**config.mk**
```make
export PLATFORM = sky130hd
export DESIGN_NAME = deadline_timer_table
export DESIGN_NICKNAME = d
export VERILOG_FILES = /design/src/rtl/dtt_pkg.sv /design/src/rtl/dtt_ctrl.sv /design/src/rtl/dtt_datapath.sv /design/src/rtl/deadline_timer_table.sv
export SDC_FILE = /design/constraint.sdc
export NUM_CORES = 2
export LEC_CHECK = 0
export BUFFER_PORTS_ARGS = -buffer_cell sky130_fd_sc_hd__buf_2
export CORE_ASPECT_RATIO = 1.25
export CORE_UTILIZATION = 35
export DETAILED_ROUTE_END_ITERATION = 7
export PLACE_DENSITY = 0.55
export SLEW_MARGIN = 15
export SYNTH_ARGS = -nofsm -noshare
export SYNTH_HDL_FRONTEND = slang
export SYNTH_HIERARCHICAL = 1
export SYNTH_SLANG_ARGS = --single-unit
```
**constraint.sdc**
```tcl
create_clock -name i_clk -period 16.2 [get_ports i_clk]
set_clock_uncertainty 0.2 [all_clocks]
set_input_delay 1.62 -clock i_clk [delete_from_list [all_inputs] [get_ports i_clk]]
set_output_delay 1.62 -clock i_clk [all_outputs]
set_load 0.02 [all_outputs]
```
**src/rtl/dtt_pkg.sv**
```systemverilog
// Shared types, sizes and codes for the deadline timer table.
package dtt_pkg;

    // Table size and derived index widths
    localparam int MAX_TIMERS = 16;
    localparam int IDX_W      = (MAX_TIMERS > 1) ? $clog2(MAX_TIMERS) : 1;
    localparam int CNT_W      = $clog2(MAX_TIMERS + 1);

    // Input word modes
    localparam logic [1:0] MODE_ADD    = 2'd0;
    localparam logic [1:0] MODE_REMOVE = 2'd1;
    localparam logic [1:0] MODE_CLEAR  = 2'd2;
    localparam logic [1:0] MODE_TICK   = 2'd3;

    // Result word kinds
    localparam logic [1:0] KIND_ACK   = 2'd0;
    localparam logic [1:0] KIND_FIRED = 2'd1;
    localparam logic [1:0] KIND_DONE  = 2'd2;

    // Result id sources
    localparam logic [1:0] ID_ZERO  = 2'd0;
    localparam logic [1:0] ID_NEW   = 2'd1;
    localparam logic [1:0] ID_ENTRY = 2'd2;

    typedef struct packed {
        logic [1:0]  mode;
        logic [31:0] now;
        logic [31:0] period_ms;
        logic [31:0] timer_id;
        logic        repeat_req;
    } t_in_word;

    typedef struct packed {
        logic [1:0]  kind;
        logic [31:0] result_id;
        logic        last;
    } t_out_word;

    // One table entry as held in the entry memory
    typedef struct packed {
        logic [31:0] id;
        logic [31:0] interval;
        logic [31:0] deadline;
        logic        rpt;
    } t_entry;

    // Controller to datapath commands
    typedef struct packed {
        logic       load_in;
        logic       rd;
        logic       inc_i;
        logic       add_exec;
        logic       clear_exec;
        logic       rm_hit;
        logic       tick_step;
        logic       tick_end;
        logic       emit;
        logic [1:0] emit_kind;
        logic       emit_last;
        logic [1:0] id_sel;
    } t_cmd;

    // Datapath to controller status
    typedef struct packed {
        logic scan_end;
        logic id_zero;
        logic id_hit;
        logic due;
        logic out_free;
    } t_stat;

endpackage

```
**src/rtl/dtt_ctrl.sv**
```systemverilog
// Sequencer for add, remove, clear and tick operations of the timer table.
module dtt_ctrl (
    input  logic           i_clk,
    input  logic           i_rst_n,
    input  logic           i_in_valid,
    input  logic [1:0]     i_in_mode,
    input  dtt_pkg::t_stat i_stat,
    output logic           o_in_stall,
    output dtt_pkg::t_cmd  o_cmd
);
    import dtt_pkg::*;

    localparam logic [3:0] S_IDLE    = 4'd0;
    localparam logic [3:0] S_ADD     = 4'd1;
    localparam logic [3:0] S_CLEAR   = 4'd2;
    localparam logic [3:0] S_RM_RD   = 4'd3;
    localparam logic [3:0] S_RM_EV   = 4'd4;
    localparam logic [3:0] S_ACK     = 4'd5;
    localparam logic [3:0] S_TK_RD   = 4'd6;
    localparam logic [3:0] S_TK_EV   = 4'd7;
    localparam logic [3:0] S_TK_DONE = 4'd8;

    logic [3:0] r_state;
    logic [3:0] n_state;
    t_cmd       cmd;

    assign o_in_stall = (r_state != S_IDLE);
    assign o_cmd      = cmd;

    // Next state and commands
    always_comb begin
        n_state = r_state;
        cmd     = '0;
        case (r_state)
            S_IDLE: begin
                if (i_in_valid) begin
                    cmd.load_in = 1'b1;
                    case (i_in_mode)
                        MODE_ADD:    n_state = S_ADD;
                        MODE_REMOVE: n_state = S_RM_RD;
                        MODE_CLEAR:  n_state = S_CLEAR;
                        default:     n_state = S_TK_RD;
                    endcase
                end
            end
            S_ADD: begin
                if (i_stat.out_free) begin
                    cmd.add_exec  = 1'b1;
                    cmd.emit      = 1'b1;
                    cmd.emit_kind = KIND_ACK;
                    cmd.emit_last = 1'b1;
                    cmd.id_sel    = ID_NEW;
                    n_state       = S_IDLE;
                end
            end
            S_CLEAR: begin
                if (i_stat.out_free) begin
                    cmd.clear_exec = 1'b1;
                    cmd.emit       = 1'b1;
                    cmd.emit_kind  = KIND_ACK;
                    cmd.emit_last  = 1'b1;
                    cmd.id_sel     = ID_ZERO;
                    n_state        = S_IDLE;
                end
            end
            S_RM_RD: begin
                if (i_stat.id_zero || i_stat.scan_end) begin
                    n_state = S_ACK;
                end else begin
                    cmd.rd  = 1'b1;
                    n_state = S_RM_EV;
                end
            end
            S_RM_EV: begin
                // Cancel the first entry holding the id, active or not
                if (i_stat.id_hit) begin
                    cmd.rm_hit = 1'b1;
                    n_state    = S_ACK;
                end else begin
                    cmd.inc_i = 1'b1;
                    n_state   = S_RM_RD;
                end
            end
            S_ACK: begin
                if (i_stat.out_free) begin
                    cmd.emit      = 1'b1;
                    cmd.emit_kind = KIND_ACK;
                    cmd.emit_last = 1'b1;
                    cmd.id_sel    = ID_ZERO;
                    n_state       = S_IDLE;
                end
            end
            S_TK_RD: begin
                if (i_stat.scan_end) begin
                    n_state = S_TK_DONE;
                end else begin
                    cmd.rd  = 1'b1;
                    n_state = S_TK_EV;
                end
            end
            S_TK_EV: begin
                // Hold a due entry until the output register can take its word
                if (!i_stat.due || i_stat.out_free) begin
                    cmd.tick_step = 1'b1;
                    cmd.emit      = i_stat.due;
                    cmd.emit_kind = KIND_FIRED;
                    cmd.emit_last = 1'b0;
                    cmd.id_sel    = ID_ENTRY;
                    n_state       = S_TK_RD;
                end
            end
            S_TK_DONE: begin
                if (i_stat.out_free) begin
                    cmd.tick_end  = 1'b1;
                    cmd.emit      = 1'b1;
                    cmd.emit_kind = KIND_DONE;
                    cmd.emit_last = 1'b1;
                    cmd.id_sel    = ID_ZERO;
                    n_state       = S_IDLE;
                end
            end
            default: begin
                n_state = S_IDLE;
            end
        endcase
    end

    // State register
    always_ff @(posedge i_clk) begin
        if (!i_rst_n) begin
            r_state <= S_IDLE;
        end else begin
            r_state <= n_state;
        end
    end

endmodule

```
**src/rtl/dtt_datapath.sv**
```systemverilog
// Entry memory, active bits, counters, scan pointers and output register.
module dtt_datapath (
    input  logic               i_clk,
    input  logic               i_rst_n,
    input  dtt_pkg::t_in_word  i_in_word,
    input  dtt_pkg::t_cmd      i_cmd,
    input  logic               i_out_stall,
    output dtt_pkg::t_stat     o_stat,
    output logic               o_out_valid,
    output dtt_pkg::t_out_word o_out_word
);
    import dtt_pkg::*;

    t_entry                  r_mem [MAX_TIMERS];
    t_entry                  r_rd_data;
    logic                    r_rd_act;
    t_in_word                r_in;
    logic [MAX_TIMERS-1:0]   r_active;
    logic [CNT_W-1:0]        r_count;
    logic [31:0]             r_id_ctr;
    logic [CNT_W-1:0]        r_i;
    logic [CNT_W-1:0]        r_w;
    logic                    r_out_valid;
    t_out_word               r_out_word;

    logic        full;
    logic        out_free;
    logic [31:0] diff;
    logic        due;
    logic        keep;
    logic [31:0] new_deadline;
    logic        wr_en;
    logic [IDX_W-1:0] wr_addr;
    t_entry      wr_data;
    logic [31:0] sel_id;

    // Status of the current entry and the table
    assign full         = (r_count >= CNT_W'(MAX_TIMERS));
    assign out_free     = !r_out_valid || !i_out_stall;
    assign diff         = r_in.now - r_rd_data.deadline;
    assign due          = r_rd_act && !diff[31];
    assign keep         = r_rd_act && (!due || r_rd_data.rpt);
    assign new_deadline = (due && r_rd_data.rpt) ? r_rd_data.deadline + r_rd_data.interval
                                                 : r_rd_data.deadline;

    assign o_stat.scan_end = (r_i == r_count);
    assign o_stat.id_zero  = (r_in.timer_id == 32'd0);
    assign o_stat.id_hit   = (r_rd_data.id == r_in.timer_id);
    assign o_stat.due      = due;
    assign o_stat.out_free = out_free;

    // Select the memory write: append on add, compact on tick
    always_comb begin
        wr_en   = 1'b0;
        wr_addr = r_w[IDX_W-1:0];
        wr_data = '{id: r_rd_data.id, interval: r_rd_data.interval,
                    deadline: new_deadline, rpt: r_rd_data.rpt};
        if (i_cmd.add_exec && !full) begin
            wr_en   = 1'b1;
            wr_addr = r_count[IDX_W-1:0];
            wr_data = '{id: r_id_ctr, interval: r_in.period_ms,
                        deadline: r_in.now + r_in.period_ms, rpt: r_in.repeat_req};
        end else if (i_cmd.tick_step && keep) begin
            wr_en = 1'b1;
        end
    end

    // Pick the result id
    always_comb begin
        case (i_cmd.id_sel)
            ID_NEW:   sel_id = full ? 32'd0 : r_id_ctr;
            ID_ENTRY: sel_id = r_rd_data.id;
            default:  sel_id = 32'd0;
        endcase
    end

    // Entry memory with registered read
    always_ff @(posedge i_clk) begin
        if (wr_en) begin
            r_mem[wr_addr] <= wr_data;
        end
        if (i_cmd.rd) begin
            r_rd_data <= r_mem[r_i[IDX_W-1:0]];
            r_rd_act  <= r_active[r_i[IDX_W-1:0]];
        end
    end

    // Latch the accepted input word
    always_ff @(posedge i_clk) begin
        if (i_cmd.load_in) begin
            r_in <= i_in_word;
        end
    end

    // Table bookkeeping and scan pointers
    always_ff @(posedge i_clk) begin
        if (!i_rst_n) begin
            r_active <= '0;
            r_count  <= '0;
            r_id_ctr <= 32'd1;
            r_i      <= '0;
            r_w      <= '0;
        end else begin
            if (i_cmd.load_in) begin
                r_i <= '0;
                r_w <= '0;
            end
            if (i_cmd.inc_i) begin
                r_i <= r_i + 1'b1;
            end
            if (i_cmd.add_exec && !full) begin
                r_active[r_count[IDX_W-1:0]] <= 1'b1;
                r_count  <= r_count + 1'b1;
                r_id_ctr <= r_id_ctr + 32'd1;
            end
            if (i_cmd.clear_exec) begin
                r_active <= '0;
                r_count  <= '0;
            end
            if (i_cmd.rm_hit) begin
                r_active[r_i[IDX_W-1:0]] <= 1'b0;
            end
            if (i_cmd.tick_step) begin
                r_i <= r_i + 1'b1;
                if (keep) begin
                    r_w <= r_w + 1'b1;
                end
            end
            // Survivors now sit packed below the write pointer
            if (i_cmd.tick_end) begin
                for (int j = 0; j < MAX_TIMERS; j++) begin
                    r_active[j] <= (CNT_W'(j) < r_w);
                end
                r_count <= r_w;
            end
        end
    end

    // Output register
    always_ff @(posedge i_clk) begin
        if (!i_rst_n) begin
            r_out_valid <= 1'b0;
        end else if (i_cmd.emit) begin
            r_out_valid <= 1'b1;
        end else if (!i_out_stall) begin
            r_out_valid <= 1'b0;
        end
    end

    always_ff @(posedge i_clk) begin
        if (i_cmd.emit) begin
            r_out_word <= '{kind: i_cmd.emit_kind, result_id: sel_id,
                            last: i_cmd.emit_last};
        end
    end

    assign o_out_valid = r_out_valid;
    assign o_out_word  = r_out_word;

endmodule

```
**src/rtl/deadline_timer_table.sv**
```systemverilog
// Top level of the deadline timer table: controller, datapath and checks.
//
// Input channel (i_in_valid / o_in_stall / i_in_word) takes one command word:
// add, remove by id, clear or tick. Output channel (o_out_valid / i_out_stall
// / o_out_word) returns result words; the final word of a command has last set.
// A word moves on a rising edge with valid high and stall low.
// Add and clear give one acknowledge word each. Remove reads the table one
// entry at a time until the id is found, then gives its acknowledge word.
// Tick reads each of the count entries through the entry memory, one at a
// time (read, then evaluate and compact in place), and gives one fired word
// per due timer and a closing done word. One command is worked on at a time;
// the next is accepted once the current one has handed its last word to the
// output register. A stalled output holds its word and pauses the scan at the
// next due entry. Reset empties the table, sets the id counter to one and
// drops any pending output word; entry memory contents are left as they are.
module deadline_timer_table (
    input  logic               i_clk,
    input  logic               i_rst_n,
    input  logic               i_in_valid,
    output logic               o_in_stall,
    input  dtt_pkg::t_in_word  i_in_word,
    output logic               o_out_valid,
    input  logic               i_out_stall,
    output dtt_pkg::t_out_word o_out_word
);
    import dtt_pkg::*;

    t_cmd  cmd;
    t_stat stat;

    dtt_ctrl u_ctrl (
        .i_clk      (i_clk),
        .i_rst_n    (i_rst_n),
        .i_in_valid (i_in_valid),
        .i_in_mode  (i_in_word.mode),
        .i_stat     (stat),
        .o_in_stall (o_in_stall),
        .o_cmd      (cmd)
    );

    dtt_datapath u_datapath (
        .i_clk       (i_clk),
        .i_rst_n     (i_rst_n),
        .i_in_word   (i_in_word),
        .i_cmd       (cmd),
        .i_out_stall (i_out_stall),
        .o_stat      (stat),
        .o_out_valid (o_out_valid),
        .o_out_word  (o_out_word)
    );

`ifndef SYNTH
    // Never load a word over one that is still waiting
    assert property (@(posedge i_clk) disable iff (!i_rst_n)
        cmd.emit |-> stat.out_free)
        else $error("result emitted into a stalled output register");

    // Only fired words are not final
    assert property (@(posedge i_clk) disable iff (!i_rst_n)
        o_out_valid |-> ((o_out_word.kind == KIND_FIRED) != o_out_word.last))
        else $error("last flag does not match word kind");

    // Never read past the end of the table
    assert property (@(posedge i_clk) disable iff (!i_rst_n)
        cmd.rd |-> !stat.scan_end)
        else $error("entry read beyond table count");
`endif

endmodule
```
# Word-level counts from Yosys, hierarchy flattened
# Memory sizes are Yosys's and may differ from the RTL's. A register that Yosys moved wholly into a read port is not among the register bits.
# Cells that the tools add are included.
[op_classes]
n_addsub = 7
magnitude_cmp = 21
n_eq_ne = 18
mux = 59
bitwise_logic = 3
reduce_logical = 25
[ops]
columns = ["cell", "n"]
rows = [
  ["$mux 97", 1],
  ["$mux 16", 5],
  ["$add 32x32->32", 2],
  ["$mux 32", 2],
  ["$pmux 32 s2", 1],
  ["$mux 5", 9],
  ["$lt 4x5->1 const A", 8],
  ["$add 32x1->32 const B", 1],
  ["$eq 32x32->1", 1],
  ["$logic_not 32->1", 1],
  ["$sub 32x32->32", 1],
  ["$mux 1", 24],
  ["$pmux 4 s6", 1],
  ["$pmux 6 s4", 1],
  ["$lt 3x5->1 const A", 4],
  ["$mux 4", 5],
  ["$mux 6", 3],
  ["$and 16x16->16", 1],
  ["$eq 4x3->1 const B", 4],
  ["$not 16->16", 1],
  ["$or 16x16->16", 1],
  ["$add 5x1->5 const B", 3],
  ["$lt 1x5->1 const A", 2],
  ["$lt 2x5->1 const A", 2],
  ["27 further kinds", 49],
]
[totals]
reg_bits = 201
mem_bits_rw = 1552
output_inout_bits = 37
memories = 1
[memory_table]
columns = ["name", "words", "word_bits", "read_ports", "rd_ports_with_merged_regs", "write_ports", "line_no", "rtl"]
rows = [
  ["u_datapath.r_mem", 16, 97, 1, 1, 1, "dtt_datapath.sv:14", "t_entry r_mem [MAX_TIMERS];"],
]

# Logic depth before layout (Yosys ltp)
[depth]
depth_word = 12
depth_mapped = 20
depth_no_buf = 17

# Cells and area by module
# Netlist, hierarchy kept.
[by_module_without_submodules]
columns = ["mod", "instances", "cells_per_inst", "area_each_um2"]
rows = [
  ["dtt_datapath", 1, 3844, 74909.3],
  ["dtt_ctrl", 1, 82, 590.6],
]

# Least setup slack after synthesis
# No wires, ideal clock.
[synth_timing]
path_type = "register to register"
start = "register u_datapath.r_i[0]"
end = "register u_datapath.r_rd_act (enable)"
arrival_time_ps = 8242
required_ps = 15325
path_slack_ps = 7083
stages_incl_launch_ff = 8
path_cell_list = "dfxtp_1 clkbuf_1 clkbuf_1 buf_1 xnor2_1 nand3_1 nor3_1 nor3_1"
[synth_rtl]
columns = ["item", "line_no", "rtl"]
rows = [
  ["start: declaration", "dtt_datapath.sv:21", "logic [CNT_W-1:0] r_i;"],
  ["start signal: assignment", "dtt_datapath.sv:109", "r_i <= r_i + 1'b1;"],
  ["start signal: assignment", "dtt_datapath.sv:124", "r_i <= r_i + 1'b1;"],
  ["end signal: assignment", "dtt_datapath.sv:84", "r_rd_act <= r_active[r_i[IDX_W-1:0]];"],
  ["end: declaration", "dtt_datapath.sv:16", "logic r_rd_act;"],
]

==> impl_metrics.json <==
{
  "run_status": "completed",
  "syn-num-nets": 4135,
  "cts_hold_buffers": 0,
  "ant_nets": 0,
  "ioPinCount": 140,
  "portBuffers": 139,
  "worstSetupPathType": "reg -> reg",
  "slew_headroom_pct": 10.0,
  "ys_seq_area_share_pct": 72.7,
  "r2r_start": "u_datapath/r_rd_data[6]",
  "grt_pass1_vias": 39600,
  "synth_top_cell_by_area": "edfxtp_1",
  "worstPathRequired_ns": 16.41,
  "drt_first_pass_iters": 5,
  "cts_buffers": 186,
  "synth_seq_cells": 1850,
  "syn_inst": 3926,
  "synth_area_leaders": "edfxtp_1 (71%), mux4_2 (15%), dfxtp_1 (1.8%)",
  "clock-sinks": 1850,
  "p_leak_nw": 26.9,
  "reg2reg_to": "u_datapath/r_mem[3][33]",
  "r2r_cells": 17,
  "max_clock_freq_mhz": 122,
  "fillers": 19200,
  "clock_path_buffers": 3,
  "critPathMaxFanout": 44,
  "hold_path_class": "reg -> reg",
  "yosys_warnings": 6,
  "multi_input_area_sq_um": 19800,
  "clk_pin_slew_worst_paths_ns": 0.07,
  "start_kind": "flop",
  "gp_congestion": 0.850,
  "h-tree-depth": 4,
  "tightest_slew_ns": 1.35,
  "synth_edf_count": 1782,
  "yosysMostFrequentCell": "edfxtp_1",
  "grt_setup_unrepaired": "false",
  "hp-start": "u_datapath/r_id_ctr[30]",
  "num_vias": 38200,
  "maxSlewViolCount": 0,
  "holdPathStages": 2,
  "final_hold_viol_count": 0,
  "place_inst": 6824,
  "clock_latency_ns": 0.85,
  "reg2reg_setup_slack_ns": 8.01,
  "routed_via_density": 5.32,
  "drt-total-wl_um": 193000,
  "ys.flop_type": "edfxtp_1",
  "die_y_um": 521,
  "fin_cells": 7179,
  "grt_pass1_wl_um": 281000,
  "dp_hpwl_um": 115000,
  "grt_use_total_pct": 17.7,
  "pwr_density_cell_nw_per_um2": 152,
  "drt_iter0_drc": 3505,
  "post-route-drc-count": 0,
  "drive_above_1_share_pct": 24.4,
  "async_flop_share_pct": 0,
  "tns_ns": 0,
  "fin_crit_sh_pct": 50.6,
  "min_to": "u_datapath/r_id_ctr[30]",
  "wire_per_inst_um": 27.0,
  "layout.nets": 4343,
  "syn_avg_cell_area_sq_um": 19.2,
  "root_buffer": "clkbuf_16",
  "row_count": 190,
  "area_delta_synth_final_pct": 13.7,
  "endpoint_kind": "flop",
  "cts_tree": "done",
  "grt_max_degree": 142,
  "final.min_clock_period_ns": 8.19,
  "ys_top_cells_by_count": "edfxtp_1 (1782), mux4_2 (490), nand2_1 (296)",
  "die_x_um": 417,
  "grt_overflow": 0,
  "final-seq-area_sq_um": 54900,
  "synth.top_cell.area_share_pct": 70.9,
  "antenna_found_initial": 12,
  "maxCapViolCount": 0,
  "coreArea_sq_um": 214000,
  "peakVddDrop_v": 0.0000881,
  "netlist_area_sq_um": 75500,
  "setup_violations": 0,
  "synth_cell_type_count": 93,
  "post_cts_resized": 0,
  "cp.arrival_ns": 8.41,
  "start_util_pct": 35.2,
  "die_area_sq_um": 218000,
  "post_cts_buffers": 0
}
[registers in the layout, indices dropped and copies added (netlist names)]
register                flops
u_ctrl/r_state              4
u_datapath/o_out_valid      1
u_datapath/o_out_word      35
u_datapath/r_active        16
u_datapath/r_count          5
u_datapath/r_i              5
u_datapath/r_id_ctr        32
u_datapath/r_in            97
u_datapath/r_mem         1552
u_datapath/r_rd_act         1
u_datapath/r_rd_data       97
u_datapath/r_w              5
[layout make-up]
cell class	instances	area share, %
repair buffers	214	1.55
inverters	61	0.267
multi-input cells	1821	23.0
diodes	6	0.0175
well taps	2880	4.20
flip-flops and latches	1850	63.9
clock inverters	116	1.33
clock buffers	231	5.68
[metrics by stage]
step | utilization, % | total power [mW] | area (sq um) | hold slack [ns] | setup slack (ns)
3_5_place_dp | 37.2 | 8.93 | 79800 | 0.305 | 8.01
5_1_grt | 40.0 | 13.6 | 85900 | 0.360 | 7.61
6_report | 40.0 | 13.1 | 85900 | 0.313 | 8.01
2_1_floorplan | - | 7.99 | 75500 | 0.269 | 7.08
4_1_cts | 40.0 | 13.2 | 85800 | 0.314 | 7.92
3_3_place_gp | 37.2 | 8.91 | 79800 | 0.286 | 8.09
[per-layer routing]
metal	wire length, um	up-vias	GRT usage, %
met4	6370	0	5.94
met2	97900	1116	30.6
met3	8750	284	2.39
met5	0	-	0
met1	80500	20400	23.0
li1	-	16400	-
[logic make-up (layout without fill, tap and decap cells)]
kind of cell / after synthesis / in the layout / synth area share, %
flops: 1850 / 1850 / 72.7
compound gates: 423 / 423 / 3.77
other cells: 0 / 6 / 0
simple gates: 673 / 673 / 4.20
xor+xnor: 106 / 106 / 1.23
buf+inv: 255 / 622 / 1.42
mux: 513 / 513 / 14.9
fa+ha+maj: 106 / 106 / 1.78
[worst max-delay path, cell delays in order, from the launching register on]
cell       delay (ns)
edfxtp_1         0.39
inv_1            0.06
ha_1             0.30
o2111ai_1        0.11
o21ai_0          0.40
nand4_1          0.20
a31oi_1          0.63
a21o_2           0.40
xnor2_1          0.12
and2_1           0.26
nor2b_1          0.17
nor3_1           0.72
nand2_1          0.14
a211oi_2         0.71
a21oi_1          0.45
nor2_4           0.76
buf_4            0.74
buf_4            0.86
[layout by cell type (no fill, tap or decap), types with 60 or more instances in the layout]
cell type	count
buf_4	68
nor2_1	113
nand2_1	296
inv_1	60
buf_2	139
dfxtp_1	64
edfxtp_1	1782
o21ai_0	86
ha_1	104
a21oi_1	94
clkbuf_16	187
mux4_2	490
[how the worst max path moves through the flow]
stage | cells after the start | from | to
6_report | 17 | u_datapath/r_rd_data[6] | u_datapath/r_mem[3][33]
5_1_grt | 17 | u_datapath/r_rd_data[6] | u_datapath/r_mem[3][33]
4_1_cts | 16 | u_datapath/r_in[70] | u_datapath/r_mem[9][12]
3_5_place_dp | 17 | u_datapath/r_rd_data[6] | u_datapath/r_mem[3][38]
3_3_place_gp | 17 | u_datapath/r_rd_data[6] | u_datapath/r_mem[9][37]
2_1_floorplan | 7 | u_datapath/r_i[0] | u_datapath/r_rd_act
[report_power, final]
part	internal, mW	switching [mW]	total (mW)
Clock	2.38	1.87	4.25
Sequential	5.95	0.206	6.15
Combinational	1.03	1.64	2.66
Total	9.35	3.71	13.1
(Power assumes the default switching activity.)
